## src/design/assert_macros.svh

```systemverilog
// Assertion macros shared by the codec RTL.
`ifndef ASSERT_MACROS_SVH
`define ASSERT_MACROS_SVH

// Check a property on every clock edge outside reset.
`define B40_ASSERT(lbl, prop, msg) \
  lbl: assert property (@(posedge clk_i) disable iff (!rst_ni) (prop)) else $error(msg);

// Check that one condition implies another on every clock edge outside reset.
`define B40_ASSERT_IMP(lbl, ante, cons, msg) \
  `B40_ASSERT(lbl, (ante) |-> (cons), msg)

`endif

```

## src/design/b40cc_pkg.sv

```systemverilog
// Types, constants and symbol tables for the base-40 callsign codec.
package b40cc_pkg;

  localparam int unsigned NUM_BITS   = 48;
  localparam int unsigned MAX_DIGITS = 9;
  localparam int unsigned DIG_W      = 6;
  localparam int unsigned CHAR_W     = 8;

  localparam logic [DIG_W-1:0]    HALF_BASE  = 6'd20;
  localparam logic [NUM_BITS-1:0] CODE_LIMIT = 48'hEE6B27FFFFFF;

  localparam logic [CHAR_W-1:0] ASCII_NUL   = 8'h00;
  localparam logic [CHAR_W-1:0] ASCII_SPACE = 8'h20;
  localparam logic [CHAR_W-1:0] ASCII_DASH  = 8'h2D;
  localparam logic [CHAR_W-1:0] ASCII_DOT   = 8'h2E;
  localparam logic [CHAR_W-1:0] ASCII_SLASH = 8'h2F;
  localparam logic [CHAR_W-1:0] ASCII_ZERO  = 8'h30;
  localparam logic [CHAR_W-1:0] ASCII_AT    = 8'h40;

  localparam logic [DIG_W-1:0] DIG_SPACE  = 6'd0;
  localparam logic [DIG_W-1:0] DIG_ZERO   = 6'd27;
  localparam logic [DIG_W-1:0] DIG_DASH   = 6'd37;
  localparam logic [DIG_W-1:0] DIG_SLASH  = 6'd38;
  localparam logic [DIG_W-1:0] DIG_DOT    = 6'd39;

  typedef enum logic {
    KIND_ENCODE = 1'b0,
    KIND_DECODE = 1'b1
  } b40cc_kind_e;

  typedef struct packed {
    b40cc_kind_e kind;
    logic        ovf;
    logic        hi;
  } b40cc_ctl_t;

  function automatic logic [DIG_W-1:0] b40_digit(input logic [CHAR_W-1:0] ch);
    logic [DIG_W-1:0] d;
    d = DIG_SPACE;
    case (ch) inside
      [8'h41:8'h5A]: d = DIG_W'(ch - ASCII_AT);
      [8'h30:8'h39]: d = DIG_W'(ch - ASCII_ZERO) + DIG_ZERO;
      ASCII_DASH:    d = DIG_DASH;
      ASCII_SLASH:   d = DIG_SLASH;
      ASCII_DOT:     d = DIG_DOT;
      default:       d = DIG_SPACE;
    endcase
    return d;
  endfunction

  function automatic logic [CHAR_W-1:0] b40_ascii(input logic [DIG_W-1:0] d);
    logic [CHAR_W-1:0] ch;
    ch = ASCII_NUL;
    case (d) inside
      DIG_SPACE:    ch = ASCII_SPACE;
      [6'd1:6'd26]: ch = ASCII_AT + CHAR_W'(d);
      [6'd27:6'd36]: ch = ASCII_ZERO + CHAR_W'(d - DIG_ZERO);
      DIG_DASH:     ch = ASCII_DASH;
      DIG_SLASH:    ch = ASCII_SLASH;
      DIG_DOT:      ch = ASCII_DOT;
      default:      ch = ASCII_NUL;
    endcase
    return ch;
  endfunction

endpackage

```

## src/design/b40cc_cell.sv

```systemverilog
// One conversion cell: a single binary/base-40 shift step with its pipeline register.
module b40cc_cell import b40cc_pkg::*; #(
  parameter int unsigned NDIG = 9
) (
  input  logic                           clk_i,
  input  logic                           rst_ni,
  input  logic                           valid_i,
  output logic                           ready_o,
  input  b40cc_ctl_t                     ctl_i,
  input  logic [NDIG-1:0][DIG_W-1:0]     dig_i,
  input  logic [NUM_BITS-1:0]            bin_i,
  output logic                           valid_o,
  input  logic                           ready_i,
  output b40cc_ctl_t                     ctl_o,
  output logic [NDIG-1:0][DIG_W-1:0]     dig_o,
  output logic [NUM_BITS-1:0]            bin_o
);

  logic                        valid_q;
  b40cc_ctl_t                  ctl_q, ctl_d;
  logic [NDIG-1:0][DIG_W-1:0]  dig_q, dig_d;
  logic [NUM_BITS-1:0]         bin_q, bin_d;
  logic [NDIG:0]               odd;
  logic [NDIG:0]               carry;

  assign ready_o = !valid_q || ready_i;

  always_comb begin
    logic [DIG_W-1:0] low;
    low      = DIG_SPACE;
    ctl_d    = ctl_i;
    carry[0] = bin_i[NUM_BITS-1];
    odd[NDIG] = 1'b0;
    for (int k = 0; k < NDIG; k++) begin
      odd[k] = dig_i[k][0];
    end
    for (int k = 0; k < NDIG; k++) begin
      carry[k+1] = (dig_i[k] >= HALF_BASE);
    end
    if (ctl_i.kind == KIND_DECODE) begin
      // double the digit vector and shift in the next code bit
      for (int k = 0; k < NDIG; k++) begin
        low      = carry[k+1] ? (dig_i[k] - HALF_BASE) : dig_i[k];
        dig_d[k] = {low[DIG_W-2:0], carry[k]};
      end
      bin_d    = {bin_i[NUM_BITS-2:0], 1'b0};
      ctl_d.hi = ctl_i.hi | carry[NDIG];
    end else begin
      // halve the digit vector and shift its low bit into the code
      for (int k = 0; k < NDIG; k++) begin
        dig_d[k] = {1'b0, dig_i[k][DIG_W-1:1]} + (odd[k+1] ? HALF_BASE : DIG_SPACE);
      end
      bin_d = {odd[0], bin_i[NUM_BITS-1:1]};
    end
  end

  always_ff @(posedge clk_i or negedge rst_ni) begin
    if (!rst_ni) begin
      valid_q <= 1'b0;
    end else if (ready_o) begin
      valid_q <= valid_i;
    end
  end

  always_ff @(posedge clk_i) begin
    if (valid_i && ready_o) begin
      ctl_q <= ctl_d;
      dig_q <= dig_d;
      bin_q <= bin_d;
    end
  end

  assign valid_o = valid_q;
  assign ctl_o   = ctl_q;
  assign dig_o   = dig_q;
  assign bin_o   = bin_q;

endmodule

```

## config.mk

```make
export PLATFORM = sky130hd
export DESIGN_NAME = b40cc_cell
export DESIGN_NICKNAME = d
export VERILOG_FILES = /design/src/design/assert_macros.svh /design/src/design/b40cc_pkg.sv /design/src/design/b40cc_cell.sv
export SDC_FILE = /design/constraint.sdc
export NUM_CORES = 1
export LEC_CHECK = 0
export BUFFER_PORTS_ARGS = -buffer_cell sky130_fd_sc_hd__buf_2
export CORE_ASPECT_RATIO = 1.25
export CORE_MARGIN = 2
export CORE_UTILIZATION = 50
export CTS_CLUSTER_SIZE = 10
export DETAILED_ROUTE_END_ITERATION = 7
export PLACE_DENSITY_LB_ADDON = 0.3
export SLEW_MARGIN = 20
export SYNTH_ARGS = -nofsm -noshare
export SYNTH_HDL_FRONTEND = slang
export SYNTH_SLANG_ARGS = --single-unit
```

## constraint.sdc

```tcl
create_clock -name clk_i -period 4.48 [get_ports clk_i]
set_input_delay 0 -clock clk_i [delete_from_list [all_inputs] [get_ports clk_i]]
set_output_delay 0 -clock clk_i [all_outputs]
set_load 0.02 [all_outputs]
```

==> results of run 1 <==
==> Yosys cell counts, types with 10 or more instances <==
| master | count |
|---|---|
| edfxtp_1 | 105 |
| ha_1 | 42 |
| mux2_2 | 29 |
| nand2_1 | 28 |
| mux2_1 | 27 |
| inv_1 | 26 |
| a21oi_1 | 24 |
| or4_1 | 18 |
| nor2_1 | 17 |
| buf_2 | 14 |
| nor2b_1 | 11 |
| o31ai_1 | 11 |
| a31o_1 | 10 |
| o21ai_1 | 10 |
==> state kept, by name (all words and copies together) (netlist names) <==
register,count
dig_o,54
valid_o,1
ctl_o,3
bin_o,48
==> through the flow <==
step                      total power [W]  worst slack, ns  cell area, sq um
after floorplan                   0.00150            0.835              5800
after global placement            0.00167             2.34              7000
after detailed placement          0.00168             2.28              7000
after CTS                         0.00250             2.25              8010
after global routing              0.00259             2.09              8010
final                             0.00248             2.27              8010
==> power breakdown <==
part | switching [W] | internal (W)
clock network | 0.000373 | 0.000388
logic | 0.000292 | 0.000235
registers | 0.0000175 | 0.00118
total | 0.000682 | 0.00180
==> area by class of cell <==
class	count	area, sq um	share of cell area [%]
Clock buffer	9	225	2.81
Clock inverter	7	58.8	0.734
Inverter	26	97.6	1.22
Multi-Input combinational cell	282	2450	30.6
Sequential cell	106	3180	39.7
Tap cell	138	173	2.15
Timing Repair Buffer	291	1830	22.9
==> timing repair <==
| item | in CTS | in global routing |
|---|---|---|
| hold buffers | 73 | 0 |
| setup buffers | 0 | 0 |
| hold endpoints to repair | 54 | 0 |
==> how the worst max path moves through the flow <==
stage	endpoint	cells after the start	from
after floorplan	bin_o[0]	2	valid_o
after global placement	dig_o[42]	3	valid_o
after detailed placement	dig_o[38]	3	valid_o
after CTS	dig_o[41]	3	valid_o
after global routing	dig_o[7]	3	valid_o
final	dig_o[7]	3	valid_o
==> worst reg2reg max path, delay by kind of cell, from the launching register on <==
| family | cells | cell delay [ns] |
|---|---|---|
| buf+inv | 1 | 0.53 |
| flops | 1 | 0.39 |
| simple gates | 2 | 0.96 |
==> cell families after synthesis <==
kind of cell / count (synthesis) / synth area share [%]
AO/OA/AOI/OAI: 72 / 8.41
AND/OR/NAND/NOR: 104 / 12.6
buffers and inverters: 43 / 3.08
XOR/XNOR: 8 / 1.21
flip-flops: 106 / 54.8
adder cells (fa/ha/maj): 42 / 9.06
multiplexers: 56 / 10.9
==> metal layers <==
| layer | vias to the layer above | wire, um | share of wire, % |
|---|---|---|---|
| met5 | - | 0 | 0 |
| met4 | 0 | 412 | 2.9 |
| met3 | 33 | 967 | 6.8 |
| met2 | 172 | 7440 | 52 |
| met1 | 2155 | 5450 | 38 |
| li1 | 2229 | - | - |
==> impl_metrics.tcl, run 1 <==
set metrics [dict create \
    status "finished, final reports clean" \
    whs_ns 0.0176 \
    avgSynthCellArea_sq_um 13.5 \
    die_w_um 100 \
    criticalPathCategory "flop to flop" \
    fillers 808 \
    met2_usage_pct 40.3 \
    worstRegToRegCells 3 \
    core_area_sq_um 11500 \
    drt_iter0_markers 217 \
    antenna_cells 0 \
    finalHoldViolCount 0 \
    synth_area_leaders "edfxtp_1 (54%), ha_1 (9.1%), mux2_2 (5.6%)" \
    grt_util_met1_pct 26.0 \
    firstDrtPassIters 4 \
    p_per_area_nw_per_um2 310 \
    synth_nets 582 \
    synth_cell_types 27 \
    wl_um 14300 \
    postSynth.asyncResetShare_pct 0.943 \
    cts.sink_count 106 \
    crit_buf_inv 1 \
    cts_buffers 9 \
    p_leak_nw 3.41 \
    finClkSkew_ns 0.00762 \
    final_common_cell "buf_2" \
    fp-row-count 44 \
    peakVddDrop_uv 199 \
    relSlewSlack_pct 29.5 \
    antenna_found_initial 0 \
    wire_per_inst_um 16.6 \
    synth_edf_count 105 \
    hpwlAfterDp_um 9620 \
    end_kind "flop" \
    worst_pin_slew_ns 1.06 \
    max_stage_delay_ns 0.83 \
    fin_nets 867 \
    grt_first_pass_wirelength_um 22300 \
    path_clk_slew_ns 0.08 \
    ant_nets 0 \
    grt-ovfl-total 0 \
    path_cells "nand2b_1, and2_4, buf_4" \
    timing.hold.worst_path_depth 2 \
    ctsLongestPathBuffers 2 \
    cp-start-kind "flop" \
    grt_max_degree 82 \
    synth_top_area_share_pct 54.3 \
    mostFrequentLayoutCells "buf_2 (214), edfxtp_1 (105), dlygate4sd3_1 (73)" \
    remaining_drc_errors 0 \
    setup_viol 0 \
    cp.required_ns 4.50 \
    grtUsageMet3_pct 6.12 \
    arrival_ns 2.22 \
    synth_seq_area_share_pct 54.8 \
    synth_area_sq_um 5800 \
    htree_levels 3 \
    rsz0062_at_grt "no" \
    clk_latency_ns 0.34 \
    min_from "bin_i[18]" \
    syn-instance-count 431 \
    top_usage_layer "met2" \
    maxSlewViolCount 0 \
    finalSetupTns_ns 0 \
    hp-class "input port to flop" \
    r2r_slack_ns 2.27 \
    placed_cells_incl_taps 770 \
    cts_tree "done" \
    synth_top_flop_cell "edfxtp_1" \
    drive_above_1_share_pct 38.0 \
    critPathMaxFanout 81 \
    yosys.area.top_type "edfxtp_1" \
    ys_warn_count 0 \
    grt_pass1_vias 4568 \
    ios 216 \
    vias_per_cell 5.34 \
    r2r_end "dig_o[7]" \
    cts_root_buffer "clkbuf_16" \
    track_usage_pct 22.9 \
    final_util_pct 70.0 \
    final_cells 859 \
    critPathTopFamily "simple AND/OR/NAND/NOR gates" \
    io_buffers 215 \
    rr_startpoint "valid_o" \
    area_growth_pct 38.1 \
    vias 4589 \
    worst_path_max_delay_cell "and2_4" \
    max_freq_mhz 453 \
    die_y_um 124 \
    min_to "bin_o[17]" \
    globalplace.congestion 0.812 \
    fin_crit_sh_pct 49.2 \
    start_util_pct 50.7 \
    die_area_sq_um 12500 \
    maxCapViolations 0 \
    cts_resized 0 \
    period_minus_slack_ns 2.21 \
    synth_seq_cells 106 \
]
Note: power is estimated with default switching activity, not from simulation.
==> run 2, diff against run 1 <==
--- a/config.mk
+++ b/config.mk
@@ -8,7 +8,7 @@
 export BUFFER_PORTS_ARGS = -buffer_cell sky130_fd_sc_hd__buf_2
 export CORE_ASPECT_RATIO = 1.25
 export CORE_MARGIN = 2
-export CORE_UTILIZATION = 50
+export CORE_UTILIZATION = 45
 export CTS_CLUSTER_SIZE = 10
 export DETAILED_ROUTE_END_ITERATION = 7
 export PLACE_DENSITY_LB_ADDON = 0.3
==> constraint.sdc (replaced) <==
create_clock -name clk_i -period 1.8 [get_ports clk_i]
set_input_delay 0 -clock clk_i [delete_from_list [all_inputs] [get_ports clk_i]]
set_output_delay 0 -clock clk_i [all_outputs]
set_load 0.02 [all_outputs]
==> impl_metrics.tcl, run 2 (synthesis gave the netlist of run 1 again) <==
set metrics [dict create \
    track_usage_pct 20.7 \
    fillers 961 \
    finalHoldViolCount 0 \
    maxSlewViolCount 0 \
    post-place-ws_ns 0.348 \
    arrival_ns 1.65 \
    peakVddDrop_uv 484 \
    htree_levels 3 \
    criticalPathCategory "input port to flop" \
    finClkSkew_ns 0.00568 \
    firstDrtPassIters 4 \
    mostFrequentLayoutCells "buf_2 (214), edfxtp_1 (105), dlygate4sd3_1 (70)" \
    relSlewSlack_pct 71.5 \
    grt_first_pass_wirelength_um 22500 \
    ctsLongestPathBuffers 2 \
    period_minus_slack_ns 1.56 \
    wire_per_inst_um 16.1 \
    worst_slack_ns 0.244 \
    rr_startpoint "valid_o" \
    cts_root_buffer "clkbuf_16" \
    ios 216 \
    final_common_cell "buf_2" \
    critPathMaxFanout 39 \
    globalplace.congestion 0.880 \
    crit_path_end "bin_o[43]" \
    cts_buffers 9 \
    grt_pass1_vias 4602 \
    fin_nets 874 \
    cp-start-kind "input port" \
    core_area_sq_um 12700 \
    ant_nets 0 \
    placed_cells_incl_taps 810 \
    worst_pin_slew_ns 0.427 \
    r2r_slack_ns 0.40 \
    io_buffers 215 \
    clk_latency_ns 0.35 \
    rsz0062_at_grt "no" \
    wl_um 14500 \
    drt_iter0_markers 189 \
    p_per_area_nw_per_um2 775 \
    max_freq_mhz 643 \
    start_util_pct 45.8 \
    die_y_um 131 \
    final_cells 896 \
    finalSetupTns_ns 0 \
    vias 4627 \
    setup_viol 0 \
    whs_ns 0.00862 \
    remaining_drc_errors 0 \
    end_kind "flop" \
    die_area_sq_um 13800 \
    die_w_um 106 \
    cts.sink_count 106 \
    grt_max_degree 41 \
    path_clk_slew_ns 0.08 \
    grt-ovfl-total 0 \
    cts_tree "done" \
    antenna_found_initial 1 \
    p_leak_nw 3.48 \
    fin_crit_sh_pct 86.5 \
    crit_start "ctl_i[2]" \
    drive_above_1_share_pct 39.1 \
    status "finished, final reports clean" \
    maxCapViolations 0 \
    vias_per_cell 5.16 \
    hpwlAfterDp_um 10200 \
    worstRegToRegCells 3 \
    area_growth_pct 41.3 \
    r2r_end "dig_o[0]" \
    postCtsSetupRepairBufs 0 \
    fp-row-count 46 \
    largest_reg_flops 54 \
    cp.required_ns 1.89 \
    antenna_cells 0 \
    hp-class "input port to flop" \
]
==> run 2: area by class of cell <==
class                           count  area, sq um  area share, %
Sequential cell                   106         3180           38.8
Multi-Input combinational cell    282         2460           30.0
Timing Repair Buffer              298         1950           23.8
Clock buffer                       10          229           2.79
Tap cell                          168          210           2.56
Inverter                           26         97.6           1.19
Clock inverter                      6         76.3          0.931
==> run 2: what timing repair did <==
action,in CTS,in global routing
hold buffers,69,1
hold endpoints to repair,52,1
gates resized for setup,0,0
==> run 2: routing by layer <==
layer,up-vias,part of all wire (%),routed length (um),track usage (%)
li1,2255,-,-,-
met1,2188,39,5650,23.6
met2,167,52,7530,37.9
met3,17,7.5,1080,5.90
met4,0,1.5,214,6.42
met5,-,0,0,0
==> run 2: power breakdown <==
group | leakage [nW] | total (W) | internal (W) | switching, W
Sequential | 1.01 | 0.00297 | 0.00293 | 0.0000422
Clock | 0.143 | 0.00203 | 0.00110 | 0.000926
Combinational | 2.33 | 0.00135 | 0.000618 | 0.000734
==> run 2: worst min path at each step <==
stage,from,end,cells past startpoint
global placement,rst_ni,valid_o,1
detailed placement,rst_ni,valid_o,1
finish,dig_i[19],dig_o[20],2
floorplan,rst_ni,valid_o,0
CTS,bin_i[19],bin_o[18],2
global route,dig_i[25],dig_o[26],2
==> run 2: critical path, stage by stage <==
cell and delay [ns]:
buf_4 0.35, buf_12 0.22, buf_12 0.16, mux2_2 0.33, dlygate4sd3_1 0.57
==> run 2: metrics by stage <==
| step | power (W) | area, sq um | util, % |
|---|---|---|---|
| floorplan | 0.00373 | 5810 | - |
| global placement | 0.00419 | 7190 | 56.8 |
| detailed placement | 0.00423 | 7190 | 56.8 |
| CTS | 0.00640 | 8190 | 64.7 |
| global route | 0.00665 | 8200 | 64.8 |
| finish | 0.00635 | 8200 | 64.8 |
==> run 3, diff against run 2 <==
--- a/config.mk
+++ b/config.mk
@@ -12,6 +12,7 @@
 export CTS_CLUSTER_SIZE = 10
 export DETAILED_ROUTE_END_ITERATION = 7
 export PLACE_DENSITY_LB_ADDON = 0.3
+export RECOVER_POWER = 25
 export SLEW_MARGIN = 20
 export SYNTH_ARGS = -nofsm -noshare
 export SYNTH_HDL_FRONTEND = slang
==> constraint.sdc (replaced) <==
create_clock -name clk_i -period 1.35 [get_ports clk_i]
set_input_delay 0 -clock clk_i [delete_from_list [all_inputs] [get_ports clk_i]]
set_output_delay 0 -clock clk_i [all_outputs]
set_load 0.02 [all_outputs]
==> impl_metrics.tcl, run 3 (synthesis gave the netlist of run 1 again) <==
set metrics [dict create \
    cp.required_ns 1.37 \
    antenna_found_initial 0 \
    criticalPathCategory "flop to flop" \
    register_area_sq_um 3180 \
    status "finished, final reports clean" \
    max_stage_delay_ns 0.43 \
    finalSetupTns_ns 0 \
    die_area_sq_um 13800 \
    peakVddDrop_uv 840 \
    period_minus_slack_ns 1.29 \
    crit_buf_inv 1 \
    p_seq_share_pct 47.1 \
    track_usage_pct 20.3 \
    antenna_cells 0 \
    max_freq_mhz 775 \
    pwr-share-clk_pct 31.6 \
    min_from "bin_i[18]" \
    critPathMaxFanout 39 \
    end_kind "flop" \
    hpwlAfterDp_um 10600 \
    ant_nets 0 \
    postCtsSetupRepairBufs 0 \
    relSlewSlack_pct 52.4 \
    critPathTopFamily "flip-flops" \
    p_sw_w 0.00223 \
    die_y_um 131 \
    io_buffers 215 \
    setup_viol 0 \
    cp-start-kind "flop" \
    combPwrFrac_pct 21.2 \
    grt-ovfl-total 0 \
    worstRegToRegCells 3 \
    fillers 970 \
    firstDrtPassIters 4 \
    multi_input_area_sq_um 2460 \
    drt_iter0_markers 166 \
    fin_nets 899 \
    path_clk_slew_ns 0.07 \
    vias 4671 \
    hp-class "input port to flop" \
    p_int_w 0.00619 \
    largest_reg_flops 54 \
    vias_per_cell 5.07 \
    r2r_slack_ns 0.06 \
    worst_pin_slew_ns 0.713 \
    cts_buffers 9 \
    p_per_area_nw_per_um2 1020 \
    p_total_w 0.00841 \
    netSwitchingFraction_pct 26.5 \
    p_leak_nw 3.51 \
    ctsLongestPathBuffers 2 \
    wl_um 14300 \
    worst_path_max_delay_cell "dfrtp_2" \
    arrival_ns 1.31 \
    clk_latency_ns 0.33 \
    timing.hold.worst_path_depth 2 \
    maxCapViolations 0 \
    ios 216 \
    drive_above_1_share_pct 38.6 \
    cts.sink_count 106 \
    grt_max_degree 52 \
    cts_tree "done" \
    wire_per_inst_um 15.6 \
    finClkSkew_ns 0.00570 \
    cts_root_buffer "clkbuf_16" \
    globalplace.congestion 0.898 \
    finalHoldViolCount 0 \
    rr_startpoint "valid_o" \
    grt_first_pass_wirelength_um 22300 \
    fp-row-count 46 \
    htree_levels 3 \
    start_util_pct 45.8 \
    final_common_cell "buf_2" \
    core_area_sq_um 12700 \
    min_to "bin_o[19]" \
    grt_pass1_vias 4717 \
    fin_crit_sh_pct 95.6 \
    r2r_end "bin_o[28]" \
    path_cells "nand2b_4, and2_4, buf_12" \
    area_growth_pct 42.5 \
    mostFrequentLayoutCells "buf_2 (180), edfxtp_1 (105), dlygate4sd3_1 (52)" \
    maxSlewViolCount 0 \
    rsz0062_at_grt "no" \
    remaining_drc_errors 0 \
    die_w_um 106 \
]
==> run 3: cell count changes in the layout (fill, tap and decap cells not counted), sizes merged <==
cell	delta
clkbuf	+43
dlygate4sd3	-18
==> run 3: worst register-to-register path, delay by kind of cell, from the launching register on <==
kind	cells	cell delay, ns
buf+inv	1	0.24
flops	1	0.43
simple gates	2	0.29
==> run 3: layer usage <==
layer / up-vias / routed length, um / track usage (%)
li1: 2302 / - / -
met3: 9 / 957 / 5.11
met1: 2205 / 5650 / 22.7
met2: 155 / 7600 / 38.7
met4: 0 / 129 / 4.95
met5: - / 0 / 0
==> run 3: timing repair <==
item                      CTS  global route
hold buffers               52             0
gates resized for setup     0             0
hold endpoints to repair   52             0
==> run 3: layout make-up <==
type	instances	area share, %
multi-input cells	282	29.7
clock buffers	10	2.77
well taps	168	2.54
flip-flops and latches	106	38.4
inverters	26	1.18
clock inverters	6	0.923
repair buffers	323	24.5
==> run 3: power by group through the flow <==
stage | Combinational [W] | Sequential (W) | Clock, W
global route | 0.00195 | 0.00398 | 0.00286
CTS | 0.00182 | 0.00397 | 0.00276
global placement | 0.00164 | 0.00403 | 0
finish | 0.00179 | 0.00397 | 0.00266
detailed placement | 0.00169 | 0.00404 | 0
floorplan | 0.000653 | 0.00433 | 0
==> run 3: worst max path at each step <==
stage | slack (ns) | depth (start not counted) | from | endpoint
finish | 0.06 | 3 | valid_o | bin_o[28]
global route | 0.02 | 3 | valid_o | bin_o[32]
detailed placement | -0.11 | 6 | dig_i[3] | dig_o[4]
global placement | -0.05 | 6 | dig_i[33] | dig_o[34]
floorplan | -0.44 | 2 | valid_o | bin_o[0]
CTS | 0.04 | 3 | valid_o | bin_o[23]
==> run 3: through the flow <==
stage                     setup slack, ns  hold WS (ns)  utilization [%]  std cells  cell area (sq um)
after floorplan                    -0.442        -0.296                -        431               5810
after global placement            -0.0517        -0.226             59.3        853               7500
after detailed placement           -0.108        -0.224             59.3        853               7500
after CTS                          0.0414       0.00285             65.8        921               8330
after global routing               0.0177       0.00705             65.3        921               8270
final                              0.0599        0.0132             65.3        921               8270
